File: config.mk
export PLATFORM = sky130hd
export DESIGN_NAME = websocket_frame_receiver_top_flat
export DESIGN_NICKNAME = d
export VERILOG_FILES = /design/src/hw/rtl/wsfr_pkg.sv /design/src/hw/rtl/wsfr_chan_if.sv /design/src/hw/rtl/wsfr_front.sv /design/src/hw/rtl/wsfr_queue.sv /design/src/hw/rtl/wsfr_back.sv /design/src/hw/rtl/websocket_frame_receiver_top.sv /design/src/flat_wrapper.sv
export SDC_FILE = /design/constraint.sdc
export NUM_CORES = 1
export LEC_CHECK = 0
export ABC_AREA = 1
export ABC_CLOCK_PERIOD_IN_PS = 8350
export BUFFER_PORTS_ARGS = -buffer_cell sky130_fd_sc_hd__buf_2
export CORE_ASPECT_RATIO = 1.2
export CORE_MARGIN = 2
export CORE_UTILIZATION = 43
export CTS_CLUSTER_SIZE = 8
export DETAILED_ROUTE_END_ITERATION = 10
export HOLD_SLACK_MARGIN = 0.05
export PLACE_DENSITY = 0.72
export SYNTH_ARGS = -nofsm -noshare
export SYNTH_HDL_FRONTEND = slang
export SYNTH_SLANG_ARGS = --single-unit
File: constraint.sdc
create_clock -name i_clk -period 8.35 [get_ports i_clk]
set_clock_uncertainty 0.1 [all_clocks]
set_input_delay 1.2525 -clock i_clk [delete_from_list [all_inputs] [get_ports i_clk]]
set_output_delay 1.2525 -clock i_clk [all_outputs]
set_load 0.02 [all_outputs]
File: src/hw/rtl/wsfr_pkg.sv
`timescale 1ns / 1ps
`default_nettype none
// ----------------------------------------------------------------------------
// WebSocket frame receiver package
// Shared types and constants of the frame receiver.
// ----------------------------------------------------------------------------
package wsfr_pkg;

    localparam logic [15:0] MAX_PAYLOAD_RESET = 16'd4087;
    localparam logic [15:0] MAX_PING_RESET    = 16'd500;
    localparam logic [6:0]  LEN7_EXT16        = 7'd126;
    localparam logic [6:0]  LEN7_EXT64        = 7'd127;
    localparam logic [15:0] MIN_EXT_LEN       = 16'd126;

    localparam logic [0:0]  REG_MAX_PAYLOAD   = 1'b0;
    localparam logic [0:0]  REG_MAX_PING      = 1'b1;

    typedef enum logic [2:0] {
        PH_HDR0   = 3'd0,
        PH_HDR1   = 3'd1,
        PH_EXT_HI = 3'd2,
        PH_EXT_LO = 3'd3,
        PH_MASK   = 3'd4,
        PH_DATA   = 3'd5
    } t_phase;

    typedef enum logic [2:0] {
        KIND_CONT   = 3'd0,
        KIND_TEXT   = 3'd1,
        KIND_BINARY = 3'd2,
        KIND_PING   = 3'd3,
        KIND_PONG   = 3'd4,
        KIND_CLOSE  = 3'd5,
        KIND_BAD    = 3'd6
    } t_kind;

    typedef enum logic [2:0] {
        ST_OK        = 3'd0,
        ST_UNMASKED  = 3'd1,
        ST_LEN64     = 3'd2,
        ST_SHORT_EXT = 3'd3,
        ST_BIG_PING  = 3'd4,
        ST_CLOSE     = 3'd5,
        ST_BAD_OP    = 3'd6,
        ST_TOO_LONG  = 3'd7
    } t_status;

    localparam logic [6:0] OP_CONT   = 7'd0;
    localparam logic [6:0] OP_TEXT   = 7'd1;
    localparam logic [6:0] OP_BINARY = 7'd2;
    localparam logic [6:0] OP_CLOSE  = 7'd8;
    localparam logic [6:0] OP_PING   = 7'd9;
    localparam logic [6:0] OP_PONG   = 7'd10;

    typedef struct packed {
        logic [7:0] data;
        logic [7:0] key;
        logic       has_byte;
        logic [2:0] kind;
        logic       last;
        t_status    status;
    } t_op;

endpackage
`default_nettype wire

File: src/hw/rtl/wsfr_chan_if.sv
`timescale 1ns / 1ps
`default_nettype none
// ----------------------------------------------------------------------------
// WebSocket frame receiver channels
// Valid/ready channels for received bytes and for frame results.
// ----------------------------------------------------------------------------
interface wsfr_rx_if;
    logic       valid;
    logic       ready;
    logic [7:0] rx_byte;

    modport source (output valid, output rx_byte, input ready);
    modport sink   (input valid, input rx_byte, output ready);
endinterface

interface wsfr_res_if;
    logic       valid;
    logic       ready;
    logic [7:0] payload_byte;
    logic       has_byte;
    logic [2:0] frame_kind;
    logic       last;
    logic [2:0] status;

    modport source (output valid, output payload_byte, output has_byte,
                    output frame_kind, output last, output status, input ready);
    modport sink   (input valid, input payload_byte, input has_byte,
                    input frame_kind, input last, input status, output ready);
endinterface
`default_nettype wire

File: src/hw/rtl/wsfr_front.sv
`timescale 1ns / 1ps
`default_nettype none
// ----------------------------------------------------------------------------
// WebSocket frame receiver front end
// Parses the frame header, holds the mask key and queues one op per result.
// ----------------------------------------------------------------------------
module wsfr_front
    import wsfr_pkg::*;
(
    input  wire logic   i_clk,
    input  wire logic   i_rst_n,
    wsfr_rx_if.sink     i_rx,
    input  wire logic [15:0] i_max_payload,
    input  wire logic [15:0] i_max_ping,
    input  wire logic   i_q_full,
    output logic        o_push,
    output t_op         o_op
);

    t_phase      r_phase, n_phase;
    t_kind       r_kind, n_kind;
    logic [15:0] r_len, n_len;
    logic [31:0] r_key, n_key;
    logic [15:0] r_idx, n_idx;
    logic        r_dead;

    logic        acc;
    logic [7:0]  b;
    logic [6:0]  len7;
    logic [15:0] len_now;
    t_status     len_err;
    logic        is_last;
    logic        mask_done;
    logic [2:0]  out_kind;
    logic [7:0]  key_byte;

    assign i_rx.ready = !i_q_full;
    assign acc        = i_rx.valid && !i_q_full && !r_dead;
    assign b          = i_rx.rx_byte;
    assign len7       = b[6:0];
    assign len_now    = (r_phase == PH_HDR1) ? {9'd0, len7} : {r_len[15:8], b};
    assign is_last    = (({1'b0, r_idx} + 17'd1) >= {1'b0, r_len});
    assign mask_done  = (r_idx[1:0] == 2'd3);
    assign out_kind   = (r_kind > KIND_PONG) ? KIND_CONT : r_kind;

    always_comb begin
        priority if (r_kind == KIND_CLOSE) begin
            len_err = ST_CLOSE;
        end else if (r_kind == KIND_BAD) begin
            len_err = ST_BAD_OP;
        end else if (r_kind == KIND_PING && len_now > i_max_ping) begin
            len_err = ST_BIG_PING;
        end else if (len_now > i_max_payload) begin
            len_err = ST_TOO_LONG;
        end else begin
            len_err = ST_OK;
        end
    end

    always_comb begin
        unique case (r_idx[1:0])
            2'd0: key_byte = r_key[31:24];
            2'd1: key_byte = r_key[23:16];
            2'd2: key_byte = r_key[15:8];
            2'd3: key_byte = r_key[7:0];
            default: key_byte = r_key[7:0];
        endcase
    end

    // next phase
    always_comb begin
        n_phase = r_phase;
        if (acc) begin
            unique case (r_phase)
                PH_HDR0: n_phase = PH_HDR1;
                PH_HDR1: begin
                    priority if (!b[7] || len7 == LEN7_EXT64) begin
                        n_phase = PH_HDR0;
                    end else if (len7 == LEN7_EXT16) begin
                        n_phase = PH_EXT_HI;
                    end else if (len_err != ST_OK) begin
                        n_phase = PH_HDR0;
                    end else begin
                        n_phase = PH_MASK;
                    end
                end
                PH_EXT_HI: n_phase = PH_EXT_LO;
                PH_EXT_LO: begin
                    if (len_now < MIN_EXT_LEN || len_err != ST_OK) begin
                        n_phase = PH_HDR0;
                    end else begin
                        n_phase = PH_MASK;
                    end
                end
                PH_MASK: begin
                    if (mask_done) begin
                        n_phase = (r_len == 16'd0) ? PH_HDR0 : PH_DATA;
                    end
                end
                PH_DATA: begin
                    if (is_last) begin
                        n_phase = PH_HDR0;
                    end
                end
                default: n_phase = PH_HDR0;
            endcase
        end
    end

    // queued ops
    always_comb begin
        o_push          = 1'b0;
        o_op.data       = 8'd0;
        o_op.key        = 8'd0;
        o_op.has_byte   = 1'b0;
        o_op.kind       = out_kind;
        o_op.last       = 1'b1;
        o_op.status     = ST_OK;
        if (acc) begin
            unique case (r_phase)
                PH_HDR1: begin
                    priority if (!b[7]) begin
                        o_push      = 1'b1;
                        o_op.status = ST_UNMASKED;
                    end else if (len7 == LEN7_EXT64) begin
                        o_push      = 1'b1;
                        o_op.status = ST_LEN64;
                    end else if (len7 != LEN7_EXT16 && len_err != ST_OK) begin
                        o_push      = 1'b1;
                        o_op.status = len_err;
                    end else begin
                        o_push      = 1'b0;
                    end
                end
                PH_EXT_LO: begin
                    priority if (len_now < MIN_EXT_LEN) begin
                        o_push      = 1'b1;
                        o_op.status = ST_SHORT_EXT;
                    end else if (len_err != ST_OK) begin
                        o_push      = 1'b1;
                        o_op.status = len_err;
                    end else begin
                        o_push      = 1'b0;
                    end
                end
                PH_MASK: begin
                    o_push = mask_done && r_len == 16'd0 &&
                             (r_kind == KIND_PING || r_kind == KIND_PONG);
                end
                PH_DATA: begin
                    o_push        = 1'b1;
                    o_op.data     = b;
                    o_op.key      = key_byte;
                    o_op.has_byte = 1'b1;
                    o_op.last     = is_last;
                end
                default: o_push = 1'b0;
            endcase
        end
    end

    // datapath next values
    always_comb begin
        n_kind = r_kind;
        n_len  = r_len;
        n_key  = r_key;
        n_idx  = 16'd0;
        unique case (r_phase)
            PH_HDR0: begin
                priority if (len7 == OP_CONT) begin
                    n_kind = KIND_CONT;
                end else if (len7 == OP_TEXT) begin
                    n_kind = KIND_TEXT;
                end else if (len7 == OP_BINARY) begin
                    n_kind = KIND_BINARY;
                end else if (len7 == OP_PING) begin
                    n_kind = KIND_PING;
                end else if (len7 == OP_PONG) begin
                    n_kind = KIND_PONG;
                end else if (len7 == OP_CLOSE) begin
                    n_kind = KIND_CLOSE;
                end else begin
                    n_kind = KIND_BAD;
                end
                n_len = 16'd0;
                n_key = 32'd0;
            end
            PH_HDR1:   n_len = len_now;
            PH_EXT_HI: n_len = {b, 8'd0};
            PH_EXT_LO: n_len = len_now;
            PH_MASK: begin
                n_key = {r_key[23:0], b};
                n_idx = mask_done ? 16'd0 : r_idx + 16'd1;
            end
            PH_DATA: n_idx = is_last ? 16'd0 : r_idx + 16'd1;
            default: n_idx = 16'd0;
        endcase
    end

    always_ff @(posedge i_clk) begin
        if (!i_rst_n) begin
            r_phase <= PH_HDR0;
            r_kind  <= KIND_CONT;
            r_len   <= 16'd0;
            r_key   <= 32'd0;
            r_idx   <= 16'd0;
            r_dead  <= 1'b0;
        end else begin
            r_phase <= n_phase;
            if (acc) begin
                r_kind <= n_kind;
                r_len  <= n_len;
                r_key  <= n_key;
                r_idx  <= n_idx;
                if (o_push && o_op.status != ST_OK) begin
                    r_dead <= 1'b1;
                end
            end
        end
    end

endmodule
`default_nettype wire

File: src/hw/rtl/wsfr_queue.sv
`timescale 1ns / 1ps
`default_nettype none
// ----------------------------------------------------------------------------
// WebSocket frame receiver op queue
// Short FIFO between the header parser and the output stage.
// ----------------------------------------------------------------------------
module wsfr_queue
    import wsfr_pkg::*;
#(
    parameter int DEPTH = 2
) (
    input  wire logic i_clk,
    input  wire logic i_rst_n,
    input  wire logic i_push,
    input  wire t_op  i_op,
    input  wire logic i_pop,
    output logic      o_full,
    output logic      o_empty,
    output t_op       o_op
);

    localparam int PW = (DEPTH > 1) ? $clog2(DEPTH) : 1;
    localparam int CW = $clog2(DEPTH + 1);

    t_op           r_mem [DEPTH];
    logic [PW-1:0] r_wp, r_rp;
    logic [CW-1:0] r_cnt;

    assign o_full  = (r_cnt == CW'(DEPTH));
    assign o_empty = (r_cnt == '0);
    assign o_op    = r_mem[r_rp];

    always_ff @(posedge i_clk) begin
        if (i_push) begin
            r_mem[r_wp] <= i_op;
        end
    end

    always_ff @(posedge i_clk) begin
        if (!i_rst_n) begin
            r_wp  <= '0;
            r_rp  <= '0;
            r_cnt <= '0;
        end else begin
            if (i_push) begin
                r_wp <= (r_wp == PW'(DEPTH - 1)) ? '0 : r_wp + PW'(1);
            end
            if (i_pop) begin
                r_rp <= (r_rp == PW'(DEPTH - 1)) ? '0 : r_rp + PW'(1);
            end
            r_cnt <= r_cnt + CW'(i_push) - CW'(i_pop);
        end
    end

endmodule
`default_nettype wire

File: src/hw/rtl/wsfr_back.sv
`timescale 1ns / 1ps
`default_nettype none
// ----------------------------------------------------------------------------
// WebSocket frame receiver back end
// Unmasks queued bytes and holds the result in the output register.
// ----------------------------------------------------------------------------
module wsfr_back
    import wsfr_pkg::*;
(
    input  wire logic i_clk,
    input  wire logic i_rst_n,
    input  wire logic i_empty,
    input  wire t_op  i_op,
    output logic      o_pop,
    wsfr_res_if.source o_frm
);

    logic       r_valid;
    logic [7:0] r_byte;
    logic       r_has;
    logic [2:0] r_kind;
    logic       r_last;
    logic [2:0] r_status;

    assign o_pop = !i_empty && (!r_valid || o_frm.ready);

    assign o_frm.valid        = r_valid;
    assign o_frm.payload_byte = r_byte;
    assign o_frm.has_byte     = r_has;
    assign o_frm.frame_kind   = r_kind;
    assign o_frm.last         = r_last;
    assign o_frm.status       = r_status;

    always_ff @(posedge i_clk) begin
        if (!i_rst_n) begin
            r_valid <= 1'b0;
        end else if (o_pop) begin
            r_valid <= 1'b1;
        end else if (o_frm.ready) begin
            r_valid <= 1'b0;
        end
    end

    always_ff @(posedge i_clk) begin
        if (o_pop) begin
            r_byte   <= i_op.data ^ i_op.key;
            r_has    <= i_op.has_byte;
            r_kind   <= i_op.kind;
            r_last   <= i_op.last;
            r_status <= i_op.status;
        end
    end

endmodule
`default_nettype wire

File: src/hw/rtl/websocket_frame_receiver_top.sv
`timescale 1ns / 1ps
`default_nettype none
// ----------------------------------------------------------------------------
// WebSocket frame receiver
// Server-side frame deframer with APB limit registers.
// ----------------------------------------------------------------------------
// Takes one received byte per cycle while the op queue has room and gives at
// most one result per byte. A result passes through the op queue and then
// the output register. The header parser handles every byte combinationally,
// so the sustained rate is one byte per clock while the result side keeps
// up. Errors stop the stream until reset. Registers: 0x0 largest payload
// length, 0x4 largest ping length.
module websocket_frame_receiver_top
    import wsfr_pkg::*;
#(
    parameter int QUEUE_DEPTH = 2
) (
    input  wire logic        i_clk,
    input  wire logic        i_rst_n,
    wsfr_rx_if.sink          i_rx,
    wsfr_res_if.source       o_frm,
    input  wire logic        psel,
    input  wire logic        penable,
    input  wire logic        pwrite,
    input  wire logic [2:0]  paddr,
    input  wire logic [31:0] pwdata,
    output logic [31:0]      prdata,
    output logic             pready
);

    logic [15:0] r_max_payload;
    logic [15:0] r_max_ping;
    logic        cfg_wr;
    logic        push, pop, q_full, q_empty;
    t_op         push_op, pop_op;

    assign pready = 1'b1;
    assign cfg_wr = psel && penable && pwrite;
    assign prdata = (paddr[2] == REG_MAX_PING) ? {16'd0, r_max_ping}
                                               : {16'd0, r_max_payload};

    always_ff @(posedge i_clk) begin
        if (!i_rst_n) begin
            r_max_payload <= MAX_PAYLOAD_RESET;
            r_max_ping    <= MAX_PING_RESET;
        end else if (cfg_wr) begin
            unique case (paddr[2])
                REG_MAX_PAYLOAD: r_max_payload <= pwdata[15:0];
                REG_MAX_PING:    r_max_ping    <= pwdata[15:0];
                default:         r_max_ping    <= r_max_ping;
            endcase
        end
    end

    wsfr_front u_front (
        .i_clk         (i_clk),
        .i_rst_n       (i_rst_n),
        .i_rx          (i_rx),
        .i_max_payload (r_max_payload),
        .i_max_ping    (r_max_ping),
        .i_q_full      (q_full),
        .o_push        (push),
        .o_op          (push_op)
    );

    wsfr_queue #(
        .DEPTH (QUEUE_DEPTH)
    ) u_queue (
        .i_clk   (i_clk),
        .i_rst_n (i_rst_n),
        .i_push  (push),
        .i_op    (push_op),
        .i_pop   (pop),
        .o_full  (q_full),
        .o_empty (q_empty),
        .o_op    (pop_op)
    );

    wsfr_back u_back (
        .i_clk   (i_clk),
        .i_rst_n (i_rst_n),
        .i_empty (q_empty),
        .i_op    (pop_op),
        .o_pop   (pop),
        .o_frm   (o_frm)
    );

    a_no_overflow: assert property (@(posedge i_clk) disable iff (!i_rst_n)
        push |-> !q_full)
        else $error("op queue written while full");

    a_no_underflow: assert property (@(posedge i_clk) disable iff (!i_rst_n)
        pop |-> !q_empty)
        else $error("op queue read while empty");

    a_error_shape: assert property (@(posedge i_clk) disable iff (!i_rst_n)
        (o_frm.valid && o_frm.status != ST_OK) |->
            (o_frm.last && !o_frm.has_byte && o_frm.payload_byte == 8'd0))
        else $error("error result with payload or without last");

    a_push_sets_valid: assert property (@(posedge i_clk) disable iff (!i_rst_n)
        (pop) |=> o_frm.valid)
        else $error("popped op did not reach the output register");

endmodule
`default_nettype wire
File: src/flat_wrapper.sv
// flat-port wrapper written by rule: the top's interface ports become plain ports
module websocket_frame_receiver_top_flat import wsfr_pkg::*;
#(
    parameter int QUEUE_DEPTH = 2
)
  (i_clk, i_rst_n, psel, penable, pwrite, paddr, pwdata, prdata, pready, i_rx_valid, i_rx_rx_byte, i_rx_ready, o_frm_valid, o_frm_payload_byte, o_frm_has_byte, o_frm_frame_kind, o_frm_last, o_frm_status, o_frm_ready);
  wsfr_rx_if i_rx_i ();
  wsfr_res_if o_frm_i ();
  input  wire logic i_clk;
  input  wire logic i_rst_n;
  input  wire logic psel;
  input  wire logic penable;
  input  wire logic pwrite;
  input  wire logic [2:0] paddr;
  input  wire logic [31:0] pwdata;
  output logic [31:0] prdata;
  output logic pready;
  input wire logic [$bits(i_rx_i.valid)-1:0] i_rx_valid;
  input wire logic [$bits(i_rx_i.rx_byte)-1:0] i_rx_rx_byte;
  output wire logic [$bits(i_rx_i.ready)-1:0] i_rx_ready;
  output wire logic [$bits(o_frm_i.valid)-1:0] o_frm_valid;
  output wire logic [$bits(o_frm_i.payload_byte)-1:0] o_frm_payload_byte;
  output wire logic [$bits(o_frm_i.has_byte)-1:0] o_frm_has_byte;
  output wire logic [$bits(o_frm_i.frame_kind)-1:0] o_frm_frame_kind;
  output wire logic [$bits(o_frm_i.last)-1:0] o_frm_last;
  output wire logic [$bits(o_frm_i.status)-1:0] o_frm_status;
  input wire logic [$bits(o_frm_i.ready)-1:0] o_frm_ready;
  assign i_rx_i.valid = i_rx_valid;
  assign i_rx_i.rx_byte = i_rx_rx_byte;
  assign i_rx_ready = i_rx_i.ready;
  assign o_frm_valid = o_frm_i.valid;
  assign o_frm_payload_byte = o_frm_i.payload_byte;
  assign o_frm_has_byte = o_frm_i.has_byte;
  assign o_frm_frame_kind = o_frm_i.frame_kind;
  assign o_frm_last = o_frm_i.last;
  assign o_frm_status = o_frm_i.status;
  assign o_frm_i.ready = o_frm_ready;
  websocket_frame_receiver_top #(.QUEUE_DEPTH(QUEUE_DEPTH)) u_core (.i_clk(i_clk), .i_rst_n(i_rst_n), .i_rx(i_rx_i), .o_frm(o_frm_i), .psel(psel), .penable(penable), .pwrite(pwrite), .paddr(paddr), .pwdata(pwdata), .prdata(prdata), .pready(pready));
endmodule
==> results.py <==
metrics = {
    "run_status": {
        "status": "complete, no violations",
    },
    "sta": {
        "maxSlewViolCount": 0,
        "final.setup.tns_ns": 0,
        "tightestPinTransition_ns": 1.18,
        "relSlewSlack_pct": 21.2,
        "timing.fmax_ghz": 0.244,
        "final.min_clock_period_ns": 4.09,
        "finalSetupViolations": 0,
        "period_share_pct": 49.0,
        "hold_viol": 0,
        "rsz0062_at_grt": "false",
    },
    "die": {
        "die_area_mm2": 0.0216,
        "rows": 57,
        "core_area_mm2": 0.0202,
        "io_pins": 101,
        "die_w_um": 135,
        "initial_core_util_pct": 43.6,
        "dieHeight_um": 161,
    },
    "min_path": {
        "hold_depth": 2,
        "hold_class": "reg -> reg",
    },
    "logic_synthesis": {
        "synth_edf_count": 64,
        "synthArstFlopShare_pct": 0,
        "syn_area_mm2": 0.00879,
        "ys_seq_area_share_pct": 46.7,
        "ys_ff_latch": 173,
        "yosys_warnings": 0,
        "syn_avg_cell_area_um2": 8.06,
        "syn-instance-count": 1091,
        "synth_cell_types": 42,
        "synth-main-ff-cell": "dfxtp_1",
    },
    "worst_setup_path": {
        "worst_path_most_repeated_cell": "nand2_1",
        "crit_path_max_incr_delay_ns": 0.51,
        "endpoint": "u_core.u_front.r_idx[11]",
        "arrival_ns": 4.35,
        "reg2reg_depth": 21,
        "critPathBufInv": 3,
        "slowest_stage": "ha_1",
        "cp-end-kind": "register",
        "reg2reg_slack_ns": 4.26,
        "worstPathRequired_ns": 8.61,
        "crit_cells": 21,
        "reg2reg_from": "u_core.u_front.r_idx[0]",
        "start_kind": "register",
        "reg2reg_to": "u_core.u_front.r_idx[11]",
        "crit_path_start": "u_core.u_front.r_idx[0]",
        "cp_top_family": "simple AND/OR/NAND/NOR gates",
        "crit_chain": "ha_1, inv_4, nor2_2, nand3_1, nor3_2, nand3_1, nor2_1, nand2_1, xor2_1, ha_1, nand2_1, inv_1, nand4_1, nor4_1, nor3_1, nand3_2, nand2_1, nand2_1, inv_2, nand2_1, a21oi_1",
        "crit_fanout": 10,
        "critPathKind": "reg -> reg",
    },
    "clock_network": {
        "cts_resized": 0,
        "clock_sinks": 173,
        "cts_max_level": 4,
        "ctsHoldBuffers": 0,
        "clk_path_buf_depth": 2,
        "clk_latency_ns": 0.43,
        "cts_setup_buffers": 0,
        "tritoncts": "yes",
        "root_buffer": "clkbuf_16",
        "clkTransAtPathRegs_ns": 0.07,
        "numCtsBuffers": 17,
    },
    "global_route": {
        "gr-total-overflow": 0,
        "antenna_found_initial": 0,
        "track_usage_pct": 18.2,
        "grt_max_degree": 70,
        "first_global_vias": 6536,
        "grt_pass1_wl_um": 31400,
    },
    "final_layout": {
        "final_core_util_pct": 49.0,
        "drive_above_1_share_pct": 11.9,
        "syn_to_final_growth_pct": 12.4,
        "layout.nets": 1242,
        "final_area_mm2": 0.00989,
        "antenna_cells": 0,
    },
    "power": {
        "internal_power_uw": 1520,
        "switchingPower_uw": 696,
        "power_density_mw_per_mm2": 224,
        "combPwrFrac_pct": 18.7,
        "vdd_drop_max_mv": 0.155,
        "leakage_uw": 0.00425,
        "sw_frac_of_total_pct": 31.4,
        "clockPowerShare_pct": 35.7,
        "p_seq_share_pct": 45.6,
    },
    "place": {
        "place_area_mm2": 0.00929,
        "port-buffer-count": 65,
        "dp_hpwl_um": 13600,
        "gp_congestion": 0.866,
    },
    "route": {
        "drc": 0,
        "drt_wl_total_um": 19200,
        "ant_nets": 0,
        "first_pass_iters": 6,
        "dr_total_vias": 7185,
        "viasPerCell": 5.06,
        "drt_iter0_drc": 537,
        "wl_per_cell_um": 13.5,
    },
    "flow_run": {
        "max-cap-violations": 0,
    },
}
## cells in the mapped netlist, types with 3 or more instances
cell	count	area [µm²]
ha_1	50	626
a21oi_1	127	636
buf_4	18	135
mux2_2	8	90.1
nor2_1	58	218
o21a_1	3	22.5
buf_1	3	11.3
xnor2_1	11	96.3
o22ai_1	3	18.8
o21bai_1	4	30.0
dfxtp_1	109	2180
nor4_1	6	37.5
inv_2	5	18.8
xor2_1	19	166
nand2_1	275	1030
a31oi_1	9	56.3
nand2_2	4	25.0
nand2_4	3	33.8
inv_1	129	484
nand4_1	10	62.6
edfxtp_1	64	1920
o21ai_0	75	375
clkbuf_1	31	116
nor3_1	16	80.1
nand3_1	25	125
nor2_2	3	18.8
## worst reg2reg max path, cell delays in order, from the launching register on
cell     delay, ns
dfxtp_1       0.42
ha_1          0.51
inv_4         0.07
nor2_2        0.15
nand3_1       0.15
nor3_2        0.20
nand3_1       0.15
nor2_1        0.23
nand2_1       0.10
xor2_1        0.19
ha_1          0.27
nand2_1       0.07
inv_1         0.05
nand4_1       0.09
nor4_1        0.05
nor3_1        0.34
nand3_2       0.24
nand2_1       0.17
nand2_1       0.10
inv_2         0.17
nand2_1       0.09
a21oi_1       0.12
## state kept, by name (all words and copies together), names as in the netlist, 8 cells and up, named ones only
name	flops
u_core.u_front.r_len	16
u_core.u_front.r_idx	16
u_core.u_queue.r_mem	48
u_core.u_front.r_key	32
u_core.r_max_ping	16
u_core.u_back.o_frm.payload_byte	8
u_core.r_max_payload	16
## cell families after synthesis
group / synth area share, %
buffers and inverters: 8.98
muxes: 1.02
xor gates and xnor gates: 2.99
DFF: 46.7
AOI/OAI and AO/OA: 13.7
other: 0.0854
adders and majority gates: 7.11
and+or+nand+nor: 19.4
## layer usage
layer | vias to the layer above | part of all wire [%] | GRT usage (%)
li1 | 3663 | - | -
met1 | 3296 | 43 | 22.4
met2 | 186 | 50 | 31.8
met3 | 40 | 4.3 | 2.90
met4 | 0 | 2.5 | 6.99
met5 | - | 0 | 0
## cell type report
| class | instances | area [µm²] |
|---|---|---|
| clock inverters | 15 | 171 |
| repair buffers | 71 | 370 |
| flip-flops and latches | 173 | 4100 |
| clock buffers | 17 | 425 |
| well taps | 265 | 332 |
| multi-input cells | 742 | 3970 |
| fillers | 1913 | 10300 |
| inverters | 137 | 517 |
## power groups by stage
stage | clock network, µW | registers [µW] | logic (µW)
CTS | 805 | 1010 | 417
global placement | 0 | 1030 | 408
global route | 838 | 1020 | 463
detailed placement | 0 | 1030 | 416
floorplan | 0 | 1060 | 264
finish | 791 | 1010 | 414
## cells in the final DEF (no fill, tap or decap), drive strengths merged, types with 2 or more instances in the layout
| cell type | synthesis | routed |
|---|---|---|
| inv | 135 | 143 |
| nand4 | 10 | 10 |
| xor2 | 19 | 19 |
| nand2 | 282 | 282 |
| mux2 | 8 | 8 |
| a31oi | 9 | 9 |
| nor4 | 6 | 6 |
| buf | 23 | 71 |
| nor3 | 17 | 17 |
| ha | 50 | 50 |
| clkbuf | 31 | 17 |
| edfxtp | 64 | 64 |
| o21a | 3 | 3 |
| nor2 | 61 | 61 |
| o21ai | 79 | 79 |
| o22ai | 3 | 3 |
| a21oi | 127 | 127 |
| clkinv | 2 | 7 |
| xnor2 | 11 | 11 |
| o21bai | 4 | 4 |
| nand3 | 28 | 28 |
| a211oi | 2 | 2 |
| conb | 2 | 17 |
| dfxtp | 109 | 109 |
## metrics by stage
| stage | instances | setup slack (ns) | hold slack [ns] | power (µW) |
|---|---|---|---|---|
| 2_1_floorplan | 1106 | 4.04 | 0.325 | 1330 |
| 6_report | 1420 | 4.26 | 0.360 | 2210 |
| 5_1_grt | 1420 | 3.73 | 0.385 | 2320 |
| 4_1_cts | 1420 | 4.26 | 0.361 | 2230 |
| 3_3_place_gp | 1388 | 4.23 | 0.337 | 1440 |
| 3_5_place_dp | 1388 | 4.17 | 0.351 | 1450 |
## how the worst min path moves through the flow
stage | from | endpoint | slack [ns]
detailed placement | u_core.u_front.r_key[25] | u_core.u_front.r_key[25] | 0.35
global route | u_core.u_front.r_key[25] | u_core.u_front.r_key[25] | 0.39
global placement | u_core.u_queue.r_rp | u_core.u_queue.r_rp | 0.34
finish | u_core.u_front.r_key[25] | u_core.u_front.r_key[25] | 0.36
floorplan | u_core.u_queue.r_rp | register | 0.33
CTS | u_core.u_front.r_key[25] | u_core.u_front.r_key[25] | 0.36
No activity file was read; power rests on OpenSTA's default activity.
